--- src/hw/rtl/aos_pkg.sv ---
// Shared types for the box overlap and separation block.
package aos_pkg;

    // Coordinate width in signed Q16.16.
    localparam int unsigned COORD_W = 32;

    // Per-axis result handed from the distance stage to the selection stage.
    typedef struct packed {
        logic [COORD_W-1:0] mag;      // smaller of the two distances, unsigned
        logic               pos;      // first distance strictly smaller
        logic               overlap;  // strict overlap on this axis
    } t_axis;

endpackage

--- src/hw/rtl/aos_axis.sv ---
// Per-axis distances, smallest magnitude, direction and overlap test.
module aos_axis (
    input  logic signed [aos_pkg::COORD_W-1:0] i_a_min,
    input  logic signed [aos_pkg::COORD_W-1:0] i_a_max,
    input  logic signed [aos_pkg::COORD_W-1:0] i_b_min,
    input  logic signed [aos_pkg::COORD_W-1:0] i_b_max,
    output aos_pkg::t_axis                     o_axis
);

    localparam int unsigned W  = aos_pkg::COORD_W;
    localparam int unsigned DW = W + 2;

    logic signed [DW-1:0] diff0;
    logic signed [DW-1:0] diff1;
    logic signed [DW-1:0] neg0;
    logic signed [DW-1:0] neg1;
    logic        [W-1:0]  dist0;
    logic        [W-1:0]  dist1;
    logic                 lt;

    // Differences are exact at this width, and their magnitude fits in W bits.
    assign diff0 = {{2{i_a_max[W-1]}}, i_a_max} - {{2{i_b_min[W-1]}}, i_b_min};
    assign diff1 = {{2{i_b_max[W-1]}}, i_b_max} - {{2{i_a_min[W-1]}}, i_a_min};
    assign neg0  = -diff0;
    assign neg1  = -diff1;
    assign dist0 = diff0[DW-1] ? neg0[W-1:0] : diff0[W-1:0];
    assign dist1 = diff1[DW-1] ? neg1[W-1:0] : diff1[W-1:0];
    assign lt    = dist0 < dist1;

    always_comb begin
        o_axis.mag     = lt ? dist0 : dist1;
        o_axis.pos     = lt;
        o_axis.overlap = (i_a_max > i_b_min) && (i_a_min < i_b_max);
    end

endmodule

--- src/hw/rtl/aos_select.sv ---
// Smallest-axis selection, sign application and saturation of the vector.
module aos_select (
    input  aos_pkg::t_axis                     i_ax,
    input  aos_pkg::t_axis                     i_ay,
    input  aos_pkg::t_axis                     i_az,
    output logic                               o_overlap,
    output logic signed [aos_pkg::COORD_W-1:0] o_sep_x,
    output logic signed [aos_pkg::COORD_W-1:0] o_sep_y,
    output logic signed [aos_pkg::COORD_W-1:0] o_sep_z
);

    localparam int unsigned W = aos_pkg::COORD_W;
    localparam logic [W-1:0] MAX_POS = {1'b0, {(W-1){1'b1}}};
    localparam logic [W-1:0] MIN_NEG = {1'b1, {(W-1){1'b0}}};

    logic keep_x;
    logic keep_y;
    logic keep_z;

    // Signed, saturated component from an unsigned magnitude.
    function automatic logic [W-1:0] f_signed_sat(input logic [W-1:0] mag, input logic pos);
        logic [W-1:0] res;
        if (pos) begin
            res = (mag > MAX_POS) ? MAX_POS : mag;
        end else begin
            res = (mag > MIN_NEG) ? MIN_NEG : (~mag + 1'b1);
        end
        return res;
    endfunction

    always_comb begin
        keep_x = 1'b1;
        keep_y = 1'b1;
        keep_z = 1'b1;
        // A strictly smallest axis zeroes the other two; a tie keeps all three.
        if ((i_ax.mag < i_ay.mag) && (i_ax.mag < i_az.mag)) begin
            keep_y = 1'b0;
            keep_z = 1'b0;
        end else if ((i_ay.mag < i_ax.mag) && (i_ay.mag < i_az.mag)) begin
            keep_x = 1'b0;
            keep_z = 1'b0;
        end else if ((i_az.mag < i_ax.mag) && (i_az.mag < i_ay.mag)) begin
            keep_x = 1'b0;
            keep_y = 1'b0;
        end

        o_overlap = i_ax.overlap & i_ay.overlap & i_az.overlap;
        o_sep_x   = keep_x ? f_signed_sat(i_ax.mag, i_ax.pos) : '0;
        o_sep_y   = keep_y ? f_signed_sat(i_ay.mag, i_ay.pos) : '0;
        o_sep_z   = keep_z ? f_signed_sat(i_az.mag, i_az.pos) : '0;
    end

endmodule

--- src/hw/rtl/aabb_overlap_and_separation.sv ---
// Box overlap test and minimum separating vector, top level.
// o_valid rises once a transaction has passed the input register and then the result register.
// Throughput: one box pair per cycle; both stages advance whenever the next stage frees up.
// Reset clears the stage valid flags only; payload registers are not reset.
// The block holds no state between transactions.
module aabb_overlap_and_separation (
    input  logic                               i_clk,
    input  logic                               i_rst_n,
    input  logic                               i_valid,
    output logic                               o_ready,
    input  logic signed [aos_pkg::COORD_W-1:0] i_a_min_x,
    input  logic signed [aos_pkg::COORD_W-1:0] i_a_min_y,
    input  logic signed [aos_pkg::COORD_W-1:0] i_a_min_z,
    input  logic signed [aos_pkg::COORD_W-1:0] i_a_max_x,
    input  logic signed [aos_pkg::COORD_W-1:0] i_a_max_y,
    input  logic signed [aos_pkg::COORD_W-1:0] i_a_max_z,
    input  logic signed [aos_pkg::COORD_W-1:0] i_b_min_x,
    input  logic signed [aos_pkg::COORD_W-1:0] i_b_min_y,
    input  logic signed [aos_pkg::COORD_W-1:0] i_b_min_z,
    input  logic signed [aos_pkg::COORD_W-1:0] i_b_max_x,
    input  logic signed [aos_pkg::COORD_W-1:0] i_b_max_y,
    input  logic signed [aos_pkg::COORD_W-1:0] i_b_max_z,
    output logic                               o_valid,
    input  logic                               i_ready,
    output logic                               o_overlap,
    output logic signed [aos_pkg::COORD_W-1:0] o_sep_x,
    output logic signed [aos_pkg::COORD_W-1:0] o_sep_y,
    output logic signed [aos_pkg::COORD_W-1:0] o_sep_z
);

    localparam int unsigned W = aos_pkg::COORD_W;

    logic                r_in_valid;
    logic signed [W-1:0] r_a_min [3];
    logic signed [W-1:0] r_a_max [3];
    logic signed [W-1:0] r_b_min [3];
    logic signed [W-1:0] r_b_max [3];

    logic                r_out_valid;
    logic                r_overlap;
    logic signed [W-1:0] r_sep_x;
    logic signed [W-1:0] r_sep_y;
    logic signed [W-1:0] r_sep_z;

    logic                in_take;
    logic                out_load;
    logic                n_in_valid;
    logic                n_out_valid;
    logic                n_overlap;
    logic signed [W-1:0] n_sep_x;
    logic signed [W-1:0] n_sep_y;
    logic signed [W-1:0] n_sep_z;

    aos_pkg::t_axis axis_x;
    aos_pkg::t_axis axis_y;
    aos_pkg::t_axis axis_z;

    // The result register loads whenever it is empty or being drained.
    assign out_load = ~r_out_valid | i_ready;
    assign o_ready  = ~r_in_valid | out_load;
    assign in_take  = i_valid & o_ready;

    always_comb begin
        n_in_valid  = in_take | (r_in_valid & ~out_load);
        n_out_valid = out_load ? r_in_valid : r_out_valid;
    end

    always_ff @(posedge i_clk) begin
        if (!i_rst_n) begin
            r_in_valid  <= 1'b0;
            r_out_valid <= 1'b0;
        end else begin
            r_in_valid  <= n_in_valid;
            r_out_valid <= n_out_valid;
        end
    end

    always_ff @(posedge i_clk) begin
        if (in_take) begin
            r_a_min[0] <= i_a_min_x;
            r_a_min[1] <= i_a_min_y;
            r_a_min[2] <= i_a_min_z;
            r_a_max[0] <= i_a_max_x;
            r_a_max[1] <= i_a_max_y;
            r_a_max[2] <= i_a_max_z;
            r_b_min[0] <= i_b_min_x;
            r_b_min[1] <= i_b_min_y;
            r_b_min[2] <= i_b_min_z;
            r_b_max[0] <= i_b_max_x;
            r_b_max[1] <= i_b_max_y;
            r_b_max[2] <= i_b_max_z;
        end
    end

    aos_axis u_axis_x (
        .i_a_min (r_a_min[0]),
        .i_a_max (r_a_max[0]),
        .i_b_min (r_b_min[0]),
        .i_b_max (r_b_max[0]),
        .o_axis  (axis_x)
    );

    aos_axis u_axis_y (
        .i_a_min (r_a_min[1]),
        .i_a_max (r_a_max[1]),
        .i_b_min (r_b_min[1]),
        .i_b_max (r_b_max[1]),
        .o_axis  (axis_y)
    );

    aos_axis u_axis_z (
        .i_a_min (r_a_min[2]),
        .i_a_max (r_a_max[2]),
        .i_b_min (r_b_min[2]),
        .i_b_max (r_b_max[2]),
        .o_axis  (axis_z)
    );

    aos_select u_select (
        .i_ax      (axis_x),
        .i_ay      (axis_y),
        .i_az      (axis_z),
        .o_overlap (n_overlap),
        .o_sep_x   (n_sep_x),
        .o_sep_y   (n_sep_y),
        .o_sep_z   (n_sep_z)
    );

    always_ff @(posedge i_clk) begin
        if (out_load && r_in_valid) begin
            r_overlap <= n_overlap;
            r_sep_x   <= n_sep_x;
            r_sep_y   <= n_sep_y;
            r_sep_z   <= n_sep_z;
        end
    end

    assign o_valid   = r_out_valid;
    assign o_overlap = r_overlap;
    assign o_sep_x   = r_sep_x;
    assign o_sep_y   = r_sep_y;
    assign o_sep_z   = r_sep_z;

endmodule
--- config.mk ---
export PLATFORM = sky130hd
export DESIGN_NAME = aabb_overlap_and_separation
export DESIGN_NICKNAME = d
export VERILOG_FILES = /design/src/hw/rtl/aos_pkg.sv /design/src/hw/rtl/aos_axis.sv /design/src/hw/rtl/aos_select.sv /design/src/hw/rtl/aabb_overlap_and_separation.sv
export SDC_FILE = /design/constraint.sdc
export NUM_CORES = 2
export LEC_CHECK = 0
export ABC_CLOCK_PERIOD_IN_PS = 29800
export BUFFER_PORTS_ARGS = -buffer_cell sky130_fd_sc_hd__buf_2
export CORE_MARGIN = 2
export CORE_UTILIZATION = 25
export CTS_CLUSTER_SIZE = 8
export DETAILED_ROUTE_END_ITERATION = 12
export GPL_ROUTABILITY_DRIVEN = 0
export HOLD_SLACK_MARGIN = 0.02
export SLEW_MARGIN = 20
export SYNTH_ARGS = -nofsm -noshare
export SYNTH_HDL_FRONTEND = slang
export SYNTH_SLANG_ARGS = --single-unit
--- constraint.sdc ---
create_clock -name i_clk -period 29.8 [get_ports i_clk]
set_input_delay 0 -clock i_clk [delete_from_list [all_inputs] [get_ports i_clk]]
set_output_delay 0 -clock i_clk [all_outputs]
set_load 0.01 [all_outputs]
# Word level (Yosys, flattened, before mapping)
# Memory sizes are Yosys's and may differ from the RTL's.
# Cells that the tools add are included.
# totals
latch_bits	0
rom_bits	0
reg_bits	99
ramBits	384
wordCells	93
mem_count	4
input_bits	388
out_inout_bits	99
# memory_table
memory	depth	word_bits	read_ports	rd_clocked_by_memory_dff	write_ports	line	text
r_a_max	3	32	3	0	3	aabb_overlap_and_separation.sv:35	logic signed [W-1:0] r_a_max [3];
r_a_min	3	32	3	0	3	aabb_overlap_and_separation.sv:34	logic signed [W-1:0] r_a_min [3];
r_b_max	3	32	3	0	3	aabb_overlap_and_separation.sv:37	logic signed [W-1:0] r_b_max [3];
r_b_min	3	32	3	0	3	aabb_overlap_and_separation.sv:36	logic signed [W-1:0] r_b_min [3];
# classes
n_mux	27
eq_ne	0
n_div	0
n_shift	0
mul	0
bitwise_logic	13
n_lt_le_gt_ge	21
addsub	15
reduce_logical	7
# op_table
operator	count
2-to-1 mux 32 bit	18
< comparator 32 bit	12
subtractor 32 x 32 -> 33 bit	6
negation 32 bit	6
adder 32 x 1 -> 32 bit, second input constant	3
greater-than comparator 32 x 31 -> 1 bit, second input constant	3
greater-than comparator 32 bit	3
greater-than comparator 32 bit, second input constant	3
inverter 32 bit	3
2-to-1 mux 1 bit	9
logical AND 1 bit	7
AND 1 bit	4
inverter 1 bit	3
bitwise OR 1 bit	3

# Logic depth before layout (Yosys ltp)
# depth
ltp_word	10
mapped_depth	52
mapped_depth_nobuf	45

# Hierarchy
# A second synthesis with hierarchy kept.
# unflattened
cells_unflattened	4538
hier_area_um2	41065.6
# modules_own_cells
module	seq_area_each_um2	n_inst	area_per_inst_um2	cells_each
aabb_overlap_and_separation	14483.9	1	14547.7	490
aos_axis at u_axis_x ...	0.0	2	6832.8	1038
aos_axis at u_axis_y	0.0	1	7324.5	1093
aos_select	0.0	1	5527.8	879

# Worst setup path after synthesis
# Ideal clock, no wire load.
# synth_path
path_type	register -> register
startpoint	register r_out_valid, in the netlist o_valid
endpoint	memory r_a_max[0][0] (netlist bit) (enable)
setup_time_ns	0.799
t_required_ns	29.001
period_less_slack_ns	10.153
path_stages_with_launch	4
slack_ns	19.647
arrival_time_ns	9.354
n_path_buf	0
cell_sequence	dfxtp_1 -> nor2b_1 -> nand2_1 -> and2_1
# synth_rtl
item	line	text
start: declaration	aabb_overlap_and_separation.sv:39	logic r_out_valid;
start signal: assignment	aabb_overlap_and_separation.sv:74	r_out_valid <= n_out_valid;
end: declaration	aabb_overlap_and_separation.sv:35	

==> metrics.txt <==
worst hold path endpoint=r_a_min[0][29]$_DFFE_PP_; slew margin rel.=0.170; simple-gate portion of the synthesized area=0.186; worst path arrival time=about 11 ns; max_cap viols=0; largest family of logic cells by synthesized area=compound AO/OA/AOI/OAI gates; Design Power=4.82 mW; unrepaired setup endpoints after global routing=false; Worst path max stage delay=0.88 ns; Max Clk Rate=0.0914 GHz; Reg2Reg Launch Point=r_b_min[0][0]$_DFFE_PP_; Final setup viols=0; Pleak=22.4 nW; most frequent cell on the critical path=nor2_1; number of global-route vias before repair=roughly 40000; die width=414 µm; worst-margin pin slew=1.23 ns; share of layout cells above drive strength 1=0.131; final WL=163 mm; cells after synthesis=4671; post-synthesis mux area share=0.0154; r2r setup slk=around 19 ns; Hold/Removal Path Class=primary input to register; Post-synth EDFFs=481; clock-pin transition on the worst setup and hold timing paths=approximately 0.050 ns; Worst-Skew Late Latency=roughly 0.7 ns; critical path startpoint category=register; count of pins over their slew limit=0; Detailed Route Iter0 Violations=around 3600; Synth top area share=0.343; CP Class=register to register; hold depth=2; Peak VDD IR=158 µV; Post-Synth XOR/XNOR Area=0.0777; chip height=414 µm; Seq cells post-synth=483; placed cell count=slightly above 7000; Ys Warns=0; syn_nets=between 5000 and 6000; All-Layer GR Usage=0.184; Post-DP HPWL=126 mm; CTS buffer count=73; PD cells=88.0 mW/mm²; fin crit share=0.367; GRT overflow=0; Core Region=0.167 mm²; TritonCTS clock tree=built; clock root buffer=clkbuf_16; PostCTS Resize Cnt=0; port bufs=approximately 490; Hold Path Origin=i_a_min_x[29]; Final Critical Period=10.94 ns; most frequent cells in the layout=dlygate4sd3_1, buf_2, edfxtp_1; Vias=a little over 40000; total clock sinks=between 400 and 500; Slowest cell on crit path=a211oi_1; clk_skew=0.0347 ns; initial antenna violation count=23; Synth Area in Adders=0.117; Fin. Hold Viols=0; main flop type after synthesis=edfxtp_1; dominant cells by area after synthesis=edfxtp_1, ha_1, xnor2_1; syn_area_per_cell=9.00 µm²; Post-Layout Cell Count=7938; DR pass1 iterations=6; largest net degree at the start of global routing=95; Initial Utilization=0.252; first-pass GRT wire length=243 mm; I/O Pins=487; DRC Markers=0; CP Max Fanout=51; sequential share of the synthesized area=0.344; ANT nets after route=0; Synth Area in Compound Gates=0.210; Via density=roughly 5.2; Crit path required time=30.29 ns; Synth area leader=edfxtp_1; buffer levels on the longest clock path=3; fraction of registers with async set/reset=0; die area=0.172 mm²; reg2reg end=o_sep_x[18]$_SDFFCE_PN0P_; commonest non-fill, non-tap cell in the layout=dlygate4sd3_1; Synth cell types=120; R2R cell count=38; Final Util=0.328; H-tree Lvls=3; per-cell routed wire length=slightly above 20 µm; Area growth, synth to finish=30.3%; row count=150; Synth Cell Area=0.0421 mm²; Setup TNS=0 ns; nets=6456; status=finished, final reports clean; CP Capture Type=register
how the worst max path moves through the flow:
| stage | endpoint | slack, ns | cells past startpoint | from |
|---|---|---|---|---|
| finish | o_sep_x[18]$_SDFFCE_PN0P_ | 18.86 | 38 | r_b_min[0][0]$_DFFE_PP_ |
| global placement | o_sep_z[17]$_SDFFCE_PN0P_ | 19.17 | 39 | r_b_min[0][32]$_DFFE_PP_ |
| floorplan | r_a_max[0][0]$_DFFE_PP_ | 19.65 | 3 | o_valid$_SDFFE_PN0P_ |
| CTS | o_sep_z[31]$_SDFFCE_PN0P_ | 19.04 | 44 | r_b_min[0][32]$_DFFE_PP_ |
| detailed placement | o_sep_z[31]$_SDFFCE_PN0P_ | 19.11 | 44 | r_b_min[0][32]$_DFFE_PP_ |
| global route | o_sep_z[15]$_SDFFCE_PN0P_ | 18.26 | 38 | r_b_max[0][3]$_DFFE_PP_ |
per-stage QoR:
step                      setup slack, ns  cell area (µm²)  hold slack, ns
after floorplan                     19.65            42100          0.0989
after detailed placement            19.11            46900           0.178
after global routing                18.26            54800          0.0335
final                               18.86            54800          0.0563
after global placement              19.17            46900           0.177
after CTS                           19.04            54800          0.0203
Yosys cell counts, drive strengths merged, types with 105 or more instances:
master,count
edfxtp,481
a21oi,379
ha,379
inv,377
nand2,327
nor2,323
o21ai,282
xnor2,237
nor3,165
xor2,131
a21o,123
nand3,110
clkbuf,105
routing by layer:
layer	wire length, µm	up-vias	share of wire	track usage
met5	8	-	0.000049	0
met4	13200	2	0.081	0.136
met3	9770	439	0.060	0.0288
met2	73500	1614	0.45	0.292
met1	66900	19400	0.41	0.224
li1	-	19400	-	-
cell families after synthesis:
logic type,Yosys count
AND/OR/NAND/NOR,1487
AO/OA/AOI/OAI,1337
buffers and inverters,542
flip-flops,483
adder cells (fa/ha/maj),390
XOR/XNOR,369
multiplexers,63
flip-flops by register name (all words and copies together), names as in the netlist:
name        flops
r_b_max        96
r_b_min        96
o_sep_y        32
r_in_valid      1
o_sep_x        32
o_sep_z        32
o_valid         1
r_a_max        96
o_overlap       1
r_a_min        96
critical path: cells and delay by family (launching register included):
kind / cells / cell delay [ns]
flops: 1 / 0.40
simple gates: 16 / 3.84
mux: 1 / 0.12
xor+xnor: 2 / 0.55
compound gates: 13 / 3.73
fa+ha+maj: 4 / 1.41
buf+inv: 2 / 0.70
cell type report:
class                           count  area [µm²]
Clock inverter                     13         154
Tap cell                         2204        2760
Fill cell                       17000      112000
Timing Repair Buffer             1100        8490
Sequential cell                   483       14500
Multi-Input combinational cell   3646       25500
Antenna cell                       22        55.1
Clock buffer                       91        1940
Inverter                          379        1420
what timing repair did:
item / 4_1_cts / 5_1_grt
hold buffers: 579 / 0
endpoints found under the hold margin: 436 / 0
setup buffers: 0 / 0
power breakdown:
| part | leakage (nW) | internal, mW | switching (mW) |
|---|---|---|---|
| Combinational | 16.7 | 1.07 | 1.88 |
| Clock | 1.02 | 0.470 | 0.324 |
| Sequential | 4.69 | 0.967 | 0.109 |
| Total | 22.4 | 2.51 | 2.32 |
Power figures use the tool's default switching activity.
